$ cat config.mk
export PLATFORM = sky130hd
export DESIGN_NAME = brl_ram
export DESIGN_NICKNAME = d
export VERILOG_FILES = /design/src/hw/rtl/brl_ram.sv
export SDC_FILE = /design/constraint.sdc
export NUM_CORES = 2
export LEC_CHECK = 0
export BUFFER_PORTS_ARGS = -buffer_cell sky130_fd_sc_hd__buf_2
export CAP_MARGIN = 40
export CORE_AREA = 3 3 747 749
export DETAILED_ROUTE_END_ITERATION = 8
export DIE_AREA = 0 0 750 752
export SETUP_SLACK_MARGIN = 0.1
export SYNTH_ARGS = -nofsm -noshare
export SYNTH_HDL_FRONTEND = slang
export SYNTH_SLANG_ARGS = --single-unit
export TNS_END_PERCENT = 20
$ cat constraint.sdc
create_clock -name clk -period 3.4 [get_ports clk]
set_clock_uncertainty 0.1 [all_clocks]
set_input_delay 1.02 -clock clk [delete_from_list [all_inputs] [get_ports clk]]
set_output_delay 1.02 -clock clk [all_outputs]
set_load 0.1 [all_outputs]
$ cat src/hw/rtl/brl_ram.sv
`timescale 1ns / 1ps
// ----------------------------------------------------------------------------
// brl_ram
// Single write port, single read port synchronous RAM with registered read.
// ----------------------------------------------------------------------------
module brl_ram #(
  parameter int DEPTH = 512,
  parameter int WIDTH = 8,
  parameter int AW    = $clog2(DEPTH)
) (
  input  logic             clk,
  input  logic             we,
  input  logic [AW-1:0]    waddr,
  input  logic [WIDTH-1:0] wdata,
  input  logic [AW-1:0]    raddr,
  output logic [WIDTH-1:0] rdata
);

  logic [WIDTH-1:0] mem [DEPTH];

  always_ff @(posedge clk) begin
    if (we) begin
      mem[waddr] <= wdata;
    end
    rdata <= mem[raddr];
  end

endmodule

After elaboration in Yosys (flattened, before gate mapping)

Memory sizes are Yosys's and may differ from the RTL's. A register that Yosys moved wholly into a read port is not among the register bits.
Cells that the tools add are included.
Widths: inputs -> output; s select.

Muxes and demuxes: 2

Operators by type and width:

| kind   | count |
|---|---|
| $mux 1 | 2 |

Bits in registers: 0
RAM bits: 4096
Input port bits: 28
Logic and storage cells: 3
Memories kept: 1

Memory list:

| memory | words | width | read ports | clocked after Yosys merged registers in | write ports | RTL line | text |
|---|---|---|---|---|---|---|---|
| mem    | 512   | 8     | 1          | 1                                       | 1           | 19       | `logic [WIDTH-1:0] mem [DEPTH];` |

Logic depth before layout (Yosys ltp)

Depth after elaboration: 2
Gate-level depth with buffers: 12
Gate-level depth less buffers: 7

Least setup slack after synthesis

No wires, ideal clock.

Kind: input-to-reg
From: input raddr[0]
To: register rdata[0] (read register of mem)
Library setup time: 0.118 ns
Data arrival time: 2.874 ns
Data required time: 3.182 ns
Setup slack: 0.308 ns
Stages on the path: 10
Path buffers: 4
Path through: buf_4 -> buf_12 -> buf_12 -> buf_2 -> mux4_2 -> o21ai_0 -> nand3_1 -> nand4_1 -> o21ai_0 -> o2111a_1

RTL lines:

| item               | RTL line | text |
|---|---|---|
| start: declaration | 15       | `input logic [AW-1:0] raddr,` |
| end: declaration   | 16       | `output logic [WIDTH-1:0] rdata` |

==> results.md <==
* Outcome: finished, final reports clean
* Worst Hold End: mem[5][3]$_DFFE_PP_
* Crit-path slowest cell: nor4_1
* FF-to-FF setup slack at 0.63 ns
* Hold Crit Start: wdata[3]
* Placed insts at 16300
* Reg2reg end: rdata[1]$_DFF_P_
* Relative slew slack at 29.0%
* Crit-path cells: buf_12 -> buf_12 -> buf_4 -> buf_4 -> mux2i_1 -> o221ai_1 -> nor3_1 -> nor4_1 -> buf_4 -> o311ai_0 -> nor4_1 -> o2111a_1
* Root buffer selected by CTS: clkbuf_16
* Syn Nets at 8058
* Die height at 752 µm
* Clock Latency Late Sink at 0.96 ns
* Starting density of the core at 29.0%
* Crit path top cell by count: buf_4
* CTS tree: built
* Critical path depth in cells at 12
* Cell Pwr Density at 552 nW/µm²
* Mapped Cells at 8030
* Period utilization at 98.8%
* Final nets at 9401
* CTS H-tree lvls at 5
* Unrepaired setup endpoints after global routing: yes
* Post-synth ARST share at 0%
* Die Footprint at 564000 µm²
* Most used DFF post-synth: edfxtp_1
* Vias at 85600
* Most frequent cells in the layout: edfxtp_1 (4096), buf_4 (1193), mux2i_1 (797)
* Io pins at 36
* P_leak at 63.0 nW
* Mean area per synthesized cell at 19.9 µm²
* Die X at 750 µm
* Hold Fails Final Rpt at 0
* Clock Path Buffers at 4
* Clk slew on worst S/H paths at 0.06 ns
* Total global routing overflow at 0
* Maxcap violations at 0
* Crit path buf inv count at 5
* Hold Path Stages at 1
* DRT antenna net count at 0
* Initial drt markers at 9669
* FP Rows at 273
* Mapped Area at 160000 µm²
* Sequential area share after synthesis at 77.0%
* CP max stage delay at 0.49 ns
* Post-DP HPWL at 291000 µm
* CP Data Arrival Time at 4.13 ns
* Final setup violating endpoints at 0
* Average routed wire per standard cell at 25.8 µm
* DRC viols at 0
* Vias in the first global route at 87100
* IO buf count at 35
* Largest net degree at the start of global routing at 136
* Final Max Tran Viols at 0
* Type of the worst setup path: primary input to flip-flop
* First-pass GRT wire length at 630000 µm
* Core Area at 552000 µm²
* Type of origin of the critical path: primary input
* Vias per inst at 5.03
* FF-to-FF Start: mem[399][1]$_DFFE_PP_
* CTS sink cnt at 4104
* VDD IR max at 426 µV
* Path depth of the worst reg2reg path at 9
* Synth unique cells at 51
* Area growth syn-to-layout at 20.9%
* Period minus WS final at 3.36 ns
* Commonest non-fill, non-tap cell in the layout: edfxtp_1
* Setup crit end kind: flip-flop
* Share of layout cells above drive strength 1 at 28.3%
* TritonCTS buffer count at 396
* Seq cells post-synth at 4104
* Total track usage at 15.1%
* Detailed Route WL at 439000 µm
* PnR Total Power at 107 mW
* Worst-path fanout max at 20
* Top delay family on crit path: buffers and inverters
* Worst-margin pin slew at 1.07 ns
* Drt pass-1 iters at 6
* Worst path required time at 4.17 ns
* Total number of yosys warnings at 0
* Initial antenna violation count at 24
* Hold WC Path Type: primary input to flip-flop
* Post-synth EDFFs at 4096
* Gpl congestion at 0.881
* Max Clk Rate at 298 MHz
* Final instance count without filler cells at 17000
==> cell families (layout without fill, tap and decap cells) <==
group | count (synthesis) | after routing | synth area share (%)
AND/OR/NAND/NOR | 980 | 980 | 2.63
other | 0 | 5 | 0
flip-flops | 4104 | 4104 | 77.0
buffers and inverters | 516 | 2196 | 1.85
multiplexers | 1451 | 1451 | 14.2
AO/OA/AOI/OAI | 979 | 979 | 4.31
==> per-layer routing <==
layer,up-vias,GRT usage [%],part of all wire [%]
li1,36100,-,-
met1,45100,19.9,40
met2,3694,25.6,49
met3,647,2.42,7.3
met4,8,4.95,3.5
met5,-,0,0.013
==> sequential cells by signal, indices dropped and copies added (netlist names) <==
signal / flops
rdata: 8
mem: 4096
==> where the power goes <==
group          internal (mW)  total (mW)  leakage (nW)  switching (mW)
Sequential              55.7        55.7          36.9          0.0467
Clock                   25.8        44.8          6.43            19.0
Combinational           2.34        6.18          19.7            3.84
Total                   83.9         107          63.0            22.9
==> how the worst max path moves through the flow <==
stage                     slack, ns               end     start
after floorplan                0.31  rdata[0]$_DFF_P_  raddr[0]
after global placement        -1.05  rdata[5]$_DFF_P_  raddr[3]
after detailed placement      -0.98  rdata[5]$_DFF_P_  raddr[0]
after CTS                      0.16  rdata[5]$_DFF_P_  raddr[0]
after global routing           0.05  rdata[7]$_DFF_P_  raddr[0]
final                          0.04  rdata[2]$_DFF_P_  raddr[0]
==> final cells by class <==
type,instances,area [µm²]
diodes,5,12.5
clock buffers,471,10400
clock inverters,264,2900
fillers,50900,359000
inverters,3,18.8
multi-input cells,3410,34000
flip-flops and latches,4104,123000
well taps,7287,9120
repair buffers,1458,13900
==> worst reg2reg max path, stage by stage, from the launching register on <==
cell and delay [ns]:
edfxtp_1 0.38, mux4_2 0.50, and2_1 0.18, a211oi_1 0.37, nor3_1 0.10, buf_4 0.16
nor2_1 0.41, nor4_1 0.20, buf_4 0.18, o2111a_1 0.10
==> synthesized netlist by cell type, drive strengths merged (5+ instances only) <==
cell	count	share of area, %
o311ai	6	0.033
nand3	36	0.11
edfxtp	4096	77
or2	5	0.020
a211oi	17	0.080
o41ai	7	0.038
o22ai	163	0.64
a21oi	194	0.61
a22oi	61	0.29
o221ai	372	2.0
dfxtp	8	0.10
a22o	5	0.027
clkbuf	265	0.62
nor2b	6	0.023
nor2	597	1.4
mux2i	797	5.0
nand2	111	0.26
o21ai	119	0.37
nor3b	8	0.038
o31ai	13	0.061
nand4	32	0.13
and2	20	0.078
nor3	109	0.34
buf	248	1.2
or3	6	0.023
mux4	654	9.2
nor4	36	0.14
o2111a	8	0.056
==> what timing repair did <==
action | 4_1_cts | 5_1_grt
gates resized for setup | 3 | 1
buffers inserted | 0 | 0
endpoints found under the setup margin | 1 | 5
hold buffers | 0 | 0
==> per-stage QoR <==
stage	worst slack (ns)	utilization, %	area [µm²]	TNS (ns)	hold WS [ns]
floorplan	0.308	-	160000	0	0.838
global placement	-1.05	32.6	180000	-7.99	1.01
global route	0.0467	35.0	193000	0	0.236
CTS	0.164	35.0	193000	0	0.211
detailed placement	-0.976	32.6	180000	-8.58	1.01
finish	0.0393	35.0	193000	0	0.284
Power figures use the tool's default switching activity.
