`config.mk`:
```
export PLATFORM = sky130hd
export DESIGN_NAME = brl_avg_div
export DESIGN_NICKNAME = d
export VERILOG_FILES = /design/src/hw/rtl/brl_pkg.sv /design/src/hw/rtl/brl_avg_div.sv
export SDC_FILE = /design/constraint.sdc
export NUM_CORES = 1
export LEC_CHECK = 0
export BUFFER_PORTS_ARGS = -buffer_cell sky130_fd_sc_hd__buf_2
export CORE_MARGIN = 8
export CORE_UTILIZATION = 50
export CTS_BUF_LIST = sky130_fd_sc_hd__clkbuf_16
export CTS_CLUSTER_DIAMETER = 120
export DETAILED_ROUTE_END_ITERATION = 16
export PLACE_DENSITY = 0.66
export SYNTH_ARGS = -nofsm -noshare
export SYNTH_HDL_FRONTEND = slang
export SYNTH_SLANG_ARGS = --single-unit
```
`constraint.sdc`:
```
create_clock -name clk -period 9.05 [get_ports clk]
set_input_delay 1.3575 -clock clk [delete_from_list [all_inputs] [get_ports clk]]
set_output_delay 1.3575 -clock clk [all_outputs]
set_load 0.01 [all_outputs]
```
`src/hw/rtl/brl_pkg.sv`:
```
`timescale 1ns / 1ps
// ----------------------------------------------------------------------------
// brl_pkg
// Shared constants and lookup functions of the beacon RSSI line ranger.
// ----------------------------------------------------------------------------
package brl_pkg;

  localparam int BYTE_W = 8;
  localparam int RSSI_W = 7;
  localparam int DIST_W = 6;
  localparam int STEP_W = 4;
  localparam int OFFS_W = 6;

  localparam logic [BYTE_W-1:0] EOL_RESET = 8'd13;
  localparam logic [BYTE_W-1:0] CH_M      = 8'h4D;
  localparam logic [BYTE_W-1:0] CH_A      = 8'h41;
  localparam logic [BYTE_W-1:0] CH_C      = 8'h43;
  localparam logic [BYTE_W-1:0] CH_S      = 8'h53;
  localparam logic [BYTE_W-1:0] CH_P      = 8'h50;
  localparam logic [BYTE_W-1:0] CH_0      = 8'h30;
  localparam logic [BYTE_W-1:0] CH_1      = 8'h31;
  localparam logic [BYTE_W-1:0] CH_2      = 8'h32;
  localparam logic [BYTE_W-1:0] CH_3      = 8'h33;

  localparam logic [RSSI_W-1:0] RSSI_MAX = 7'd99;

  // Scan steps: one line store read each.
  localparam logic [STEP_W-1:0] K_M   = 4'd0;
  localparam logic [STEP_W-1:0] K_A   = 4'd1;
  localparam logic [STEP_W-1:0] K_C   = 4'd2;
  localparam logic [STEP_W-1:0] K_SEL = 4'd3;
  localparam logic [STEP_W-1:0] K_S   = 4'd4;
  localparam logic [STEP_W-1:0] K_P   = 4'd5;
  localparam logic [STEP_W-1:0] K_3   = 4'd6;
  localparam logic [STEP_W-1:0] K_D1  = 4'd7;
  localparam logic [STEP_W-1:0] K_D2  = 4'd8;

  function automatic logic [OFFS_W-1:0] step_offset(input logic [STEP_W-1:0] k);
    logic [OFFS_W-1:0] o;
    case (k)
      K_M:     o = 6'd0;
      K_A:     o = 6'd1;
      K_C:     o = 6'd2;
      K_SEL:   o = 6'd20;
      K_S:     o = 6'd32;
      K_P:     o = 6'd33;
      K_3:     o = 6'd48;
      K_D1:    o = 6'd28;
      K_D2:    o = 6'd29;
      default: o = 6'd0;
    endcase
    return o;
  endfunction

  // floor(10^((avg-49)/31.6)) for avg in 0..99.
  function automatic logic [DIST_W-1:0] dist_lookup(input logic [RSSI_W-1:0] avg);
    logic [DIST_W-1:0] d;
    case (avg)
      7'd49, 7'd50, 7'd51, 7'd52, 7'd53, 7'd54, 7'd55, 7'd56, 7'd57, 7'd58: d = 6'd1;
      7'd59, 7'd60, 7'd61, 7'd62, 7'd63, 7'd64: d = 6'd2;
      7'd65, 7'd66, 7'd67, 7'd68: d = 6'd3;
      7'd69, 7'd70, 7'd71: d = 6'd4;
      7'd72, 7'd73: d = 6'd5;
      7'd74, 7'd75: d = 6'd6;
      7'd76, 7'd77: d = 6'd7;
      7'd78, 7'd79: d = 6'd8;
      7'd80: d = 6'd9;
      7'd81: d = 6'd10;
      7'd82, 7'd83: d = 6'd11;
      7'd84: d = 6'd12;
      7'd85: d = 6'd13;
      7'd86: d = 6'd14;
      7'd87: d = 6'd15;
      7'd88: d = 6'd17;
      7'd89: d = 6'd18;
      7'd90: d = 6'd19;
      7'd91: d = 6'd21;
      7'd92: d = 6'd22;
      7'd93: d = 6'd24;
      7'd94: d = 6'd26;
      7'd95: d = 6'd28;
      7'd96: d = 6'd30;
      7'd97: d = 6'd33;
      7'd98: d = 6'd35;
      7'd99: d = 6'd38;
      default: d = 6'd0;
    endcase
    return d;
  endfunction

endpackage

```
`src/hw/rtl/brl_avg_div.sv`:
```
`timescale 1ns / 1ps
// ----------------------------------------------------------------------------
// brl_avg_div
// Window sum divided by the window length with a reciprocal multiplication;
// the quotient is registered when start is high and clamped to 0..99.
// ----------------------------------------------------------------------------
module brl_avg_div
  import brl_pkg::*;
#(
  parameter int SW      = 11,
  parameter int DIVISOR = 20
) (
  input  logic              clk,
  input  logic              rst_n,
  input  logic              start,
  input  logic [SW-1:0]     dividend,
  output logic              done,
  output logic [RSSI_W-1:0] quotient
);

  // With m = ceil(2^(SW+L)/d) and L = ceil(log2 d), (n*m) >> (SW+L) equals
  // floor(n/d) for every SW-bit n.
  localparam int LW    = $clog2(DIVISOR);
  localparam int SH    = SW + LW;
  localparam int MW    = SW + 2;
  localparam int PW    = SH + SW;
  localparam logic [MW-1:0] RECIP = MW'((2 ** SH + DIVISOR - 1) / DIVISOR);

  logic [PW-1:0] prod;
  logic [SW-1:0] quo_v;
  logic [SW-1:0] quo_r;
  logic          done_r;

  assign prod  = PW'(dividend) * PW'(RECIP);
  assign quo_v = prod[SH +: SW];

  always_ff @(posedge clk) begin
    if (!rst_n) begin
      done_r <= 1'b0;
    end else begin
      done_r <= start;
      if (start) begin
        quo_r <= quo_v;
      end
    end
  end

  assign done     = done_r;
  assign quotient = (quo_r > SW'(RSSI_MAX)) ? RSSI_MAX : quo_r[RSSI_W-1:0];

endmodule

```
# After elaboration in Yosys (flattened, before gate mapping)
# Index checks and enable logic that the tools add are counted.
# totals
ff_bits,8
output_inout_bits,8
elab_cells,6
# op_classes
multipliers,1
n_lt_le_gt_ge,1
muxes,1
reduce_logical,1
# op_table
operator,count
$mul 11x12->23 const B,1
$gt 7x7->1 const B,1
$mux 7,1
$reduce_and 2->1,1

# Depth between registers and ports, before layout
# depth
depth_word,2
mapped_depth,19
mapped_depth_nobuf,19

# Worst setup path before layout
# OpenSTA, ideal clock, no wires.
# synth_timing
kind,in2reg
startpoint,input dividend[9]
endpoint,register quo_r[6] (data pin)
setup_ns,0.264
t_arrival_ns,5.380
t_required_ns,8.786
setup_slack_ns,3.406
path_stages,17
cell_sequence,inv_1 ha_1 inv_1 fa_1 fa_1 inv_1 fa_1 fa_1 inv_1 ha_1 and4_4 and4_4 nand4b_2 o2111ai_4 o311a_4 o41ai_2 xnor2_1
# synth_between
elab_chain_len,1
# synth_lines
element,line,source
start: declaration,brl_avg_div.sv:16,"input logic [SW-1:0] dividend,"
$mul 11x12->23,brl_avg_div.sv:34,assign prod = PW'(dividend) * PW'(RECIP);
via prod[22],brl_avg_div.sv:29,logic [PW-1:0] prod;
end signal: assignment,brl_avg_div.sv:43,quo_r <= quo_v;
end: declaration,brl_avg_div.sv:31,logic [SW-1:0] quo_r;
# The timed path passes the listed nets, and every way through them passes these cells.
# A chain may end at the register's enable or synchronous reset.

# Worst setup path after layout
# Ends and elaborated chain as after synthesis.

==> run metrics <==
crit path cell chain=buf_2 > inv_1 > ha_1 > inv_1 > fa_1 > fa_1 > inv_1 > fa_1 > fa_1 > inv_1 > ha_1 > and4_4 > and4_4 > nand4b_2 > o2111ai_4 > o311a_4 > o41ai_2 > xnor2_1; VDD IR max=0.102 mV; max-cap check violation count=0; Area Growth Syn to Fin=10.5%; Final Hold Viols=0; overall routed net length=3.95 mm; XOR/XNOR Fraction of Synth Area=3.01%; H-tree depth=1; Final Max Slew Viols=0; power density over the cells=213 nW/um2; Starting Density=50.6%; Ys Warns=0; Syn Nets=339; RSZ-0062 raised after global routing=no; routability cong.=0.826; switching share of power=43.8%; Clk pwr share=13.5%; Place WS=3.07 ns; vias post-DR=1465; Post-synth ARST share=0%; M3 GR Usage=1.84%; DRC violations left=0; Routed Antenna Nets=0; CP Launch Type=input pin; Routed wire per std cell=13.0 um; n_diodes=0; Synth Register Bits=8; HP Class=input pin to flip-flop; WHS=1.34 ns; CP peak stage delay=0.54 ns; CP max FO=4; Top FF cell, synth=edfxtp_1; share of the synthesized area in the top cell type=35.5%; Final nets=363; DRT Pass-1 Iters=3; post-synthesis sequential area ratio=9.90%; post-synthesis adder-cell area fraction=62.2%; NetSw=240 uW; CP Capture Type=flip-flop; Seq pwr share=12.3%; CTS tree=done; Crit Path Class=input pin to flip-flop; FP Rows=25; Cells after Synth=228; commonest cells after routing, fill and taps aside=inv_1 (72), ha_1 (66), fa_1 (31), buf_2 (21); crit path capture=quo_r[6]; met2 Use GR=18.1%; Critical Path RT=9.02 ns; Critical Path AT=5.70 ns; Distinct cells, synth=29; crit path from=dividend[9]; Die X=84.2 um; Mapped Area=2320 um2; Final Cycle Share=63.3%; vias in the first global route=1528; I/O pin count=22; final setup margin=3.32 ns; global routing's busiest layer=met2; Clock Sink Count=8; P_leak=0.00147 uW; CTS root buffer=clkbuf_16; Worst-path clk slew=0.04 ns; Least-Margin Pin Slew=0.559 ns; slowest stage cell on the critical path=fa_1; mux cell area share after synthesis=0%; CTS Buf Count=3; min Tclk post-route=5.73 ns; largest net degree at the start of global routing=8; # resized after CTS=0; largest family of logic cells by synthesized area=adder cells; Comb power frac=74.2%; Synth Area in Simple Gates=6.73%; CTS Buffer Depth=2; iteration-0 DRC count of the detailed router=38; core box area=4600 um2; GRT Util Overall=11.9%; initial antenna violation count=0; grt met1 use=17.5%; Post-synth EDFFs=7; f_max=175 MHz; share of cells above drive strength 1=12.7%; fillers=413; internal power=308 uW; status=complete, no violations; Post-Syn Area per Cell=10.2 um2; post-DP HPWL=3.81 mm; Avg Vias per Cell=4.80; setup_tns=0 ns; top post-synthesis cells by area=ha_1 (36%), fa_1 (27%), inv_1 (11%); hold buffer count at cts=0; Die Ht=84.2 um; port bufs=21; Final setup viols=0; first-pass GRT wire length=6.95 mm; Post-CTS Setup Bufs=0; total global routing overflow=0; Slew HR=62.3%; post-synth top area cell=ha_1; commonest non-fill, non-tap cell in the layout=inv_1; Synth Area in Compound Gates=6.35%; DIE AREA=7090 um2
## per-stage QoR
| step | std cells | utilization (%) | area, um2 | total power [uW] |
|---|---|---|---|---|
| after CTS | 305 | 55.9 | 2570 | 558 |
| final | 305 | 55.9 | 2570 | 548 |
| after floorplan | 228 | - | 2320 | 383 |
| after detailed placement | 301 | 54.1 | 2490 | 480 |
| after global placement | 301 | 54.1 | 2490 | 474 |
| after global routing | 305 | 55.9 | 2570 | 627 |
## worst min path at each step
| stage | cells after the start | startpoint | slack [ns] | endpoint |
|---|---|---|---|---|
| 2_1_floorplan | 1 | start | 1.48 | done |
| 3_3_place_gp | 2 | start | 1.57 | done |
| 3_5_place_dp | 2 | start | 1.57 | done |
| 4_1_cts | 2 | start | 1.34 | done |
| 5_1_grt | 2 | start | 1.35 | done |
| 6_report | 2 | start | 1.34 | done |
## routing by layer
layer,part of all wire [%],up-vias
met2,46,11
met3,1.7,2
met1,51,679
met5,0,-
met4,0.35,0
li1,-,773
## synthesized netlist by cell type (2+ instances only)
| cell | instances |
|---|---|
| and4_4 | 2 |
| and2_1 | 5 |
| a21oi_1 | 6 |
| edfxtp_1 | 7 |
| nand3_1 | 2 |
| nor2_1 | 3 |
| nand2b_1 | 3 |
| fa_1 | 31 |
| nand2_1 | 5 |
| xnor2_1 | 7 |
| inv_1 | 71 |
| o21ai_0 | 3 |
| ha_1 | 66 |
| clkbuf_1 | 2 |
## logic make-up after synthesis
kind of cell / count (synthesis)
AND/OR/NAND/NOR: 25
AO/OA/AOI/OAI: 17
adder cells (fa/ha/maj): 97
buffers and inverters: 73
flip-flops: 8
XOR/XNOR: 8
## power groups by stage
stage	Clock (uW)	Combinational, uW	Sequential, uW
5_1_grt	78.1	480	68.4
4_1_cts	75.3	416	67.2
3_3_place_gp	0	407	67.8
3_5_place_dp	0	412	67.8
2_1_floorplan	0	317	66.5
6_report	73.9	407	67.3
## cell type report
class	count	area, um2	share of cell area, %
Clock buffer	3	75.1	2.92
Clock inverter	1	3.75	0.146
Inverter	71	267	10.4
Multi-Input combinational cell	147	1820	70.9
Sequential cell	8	230	8.96
Tap cell	54	67.6	2.63
Timing Repair Buffer	21	105	4.09
## registers in the layout, summed over array words and instances (netlist names)
signal and flops:
done 1, quo_r 7
## critical path: cells and delay by family
kind	cells	cell delay [ns]
AO/OA/AOI/OAI	3	0.74
XOR/XNOR	1	0.11
adder cells (fa/ha/maj)	6	2.63
buffers and inverters	5	0.33
AND/OR/NAND/NOR	3	0.51
(Power assumes the default switching activity.)
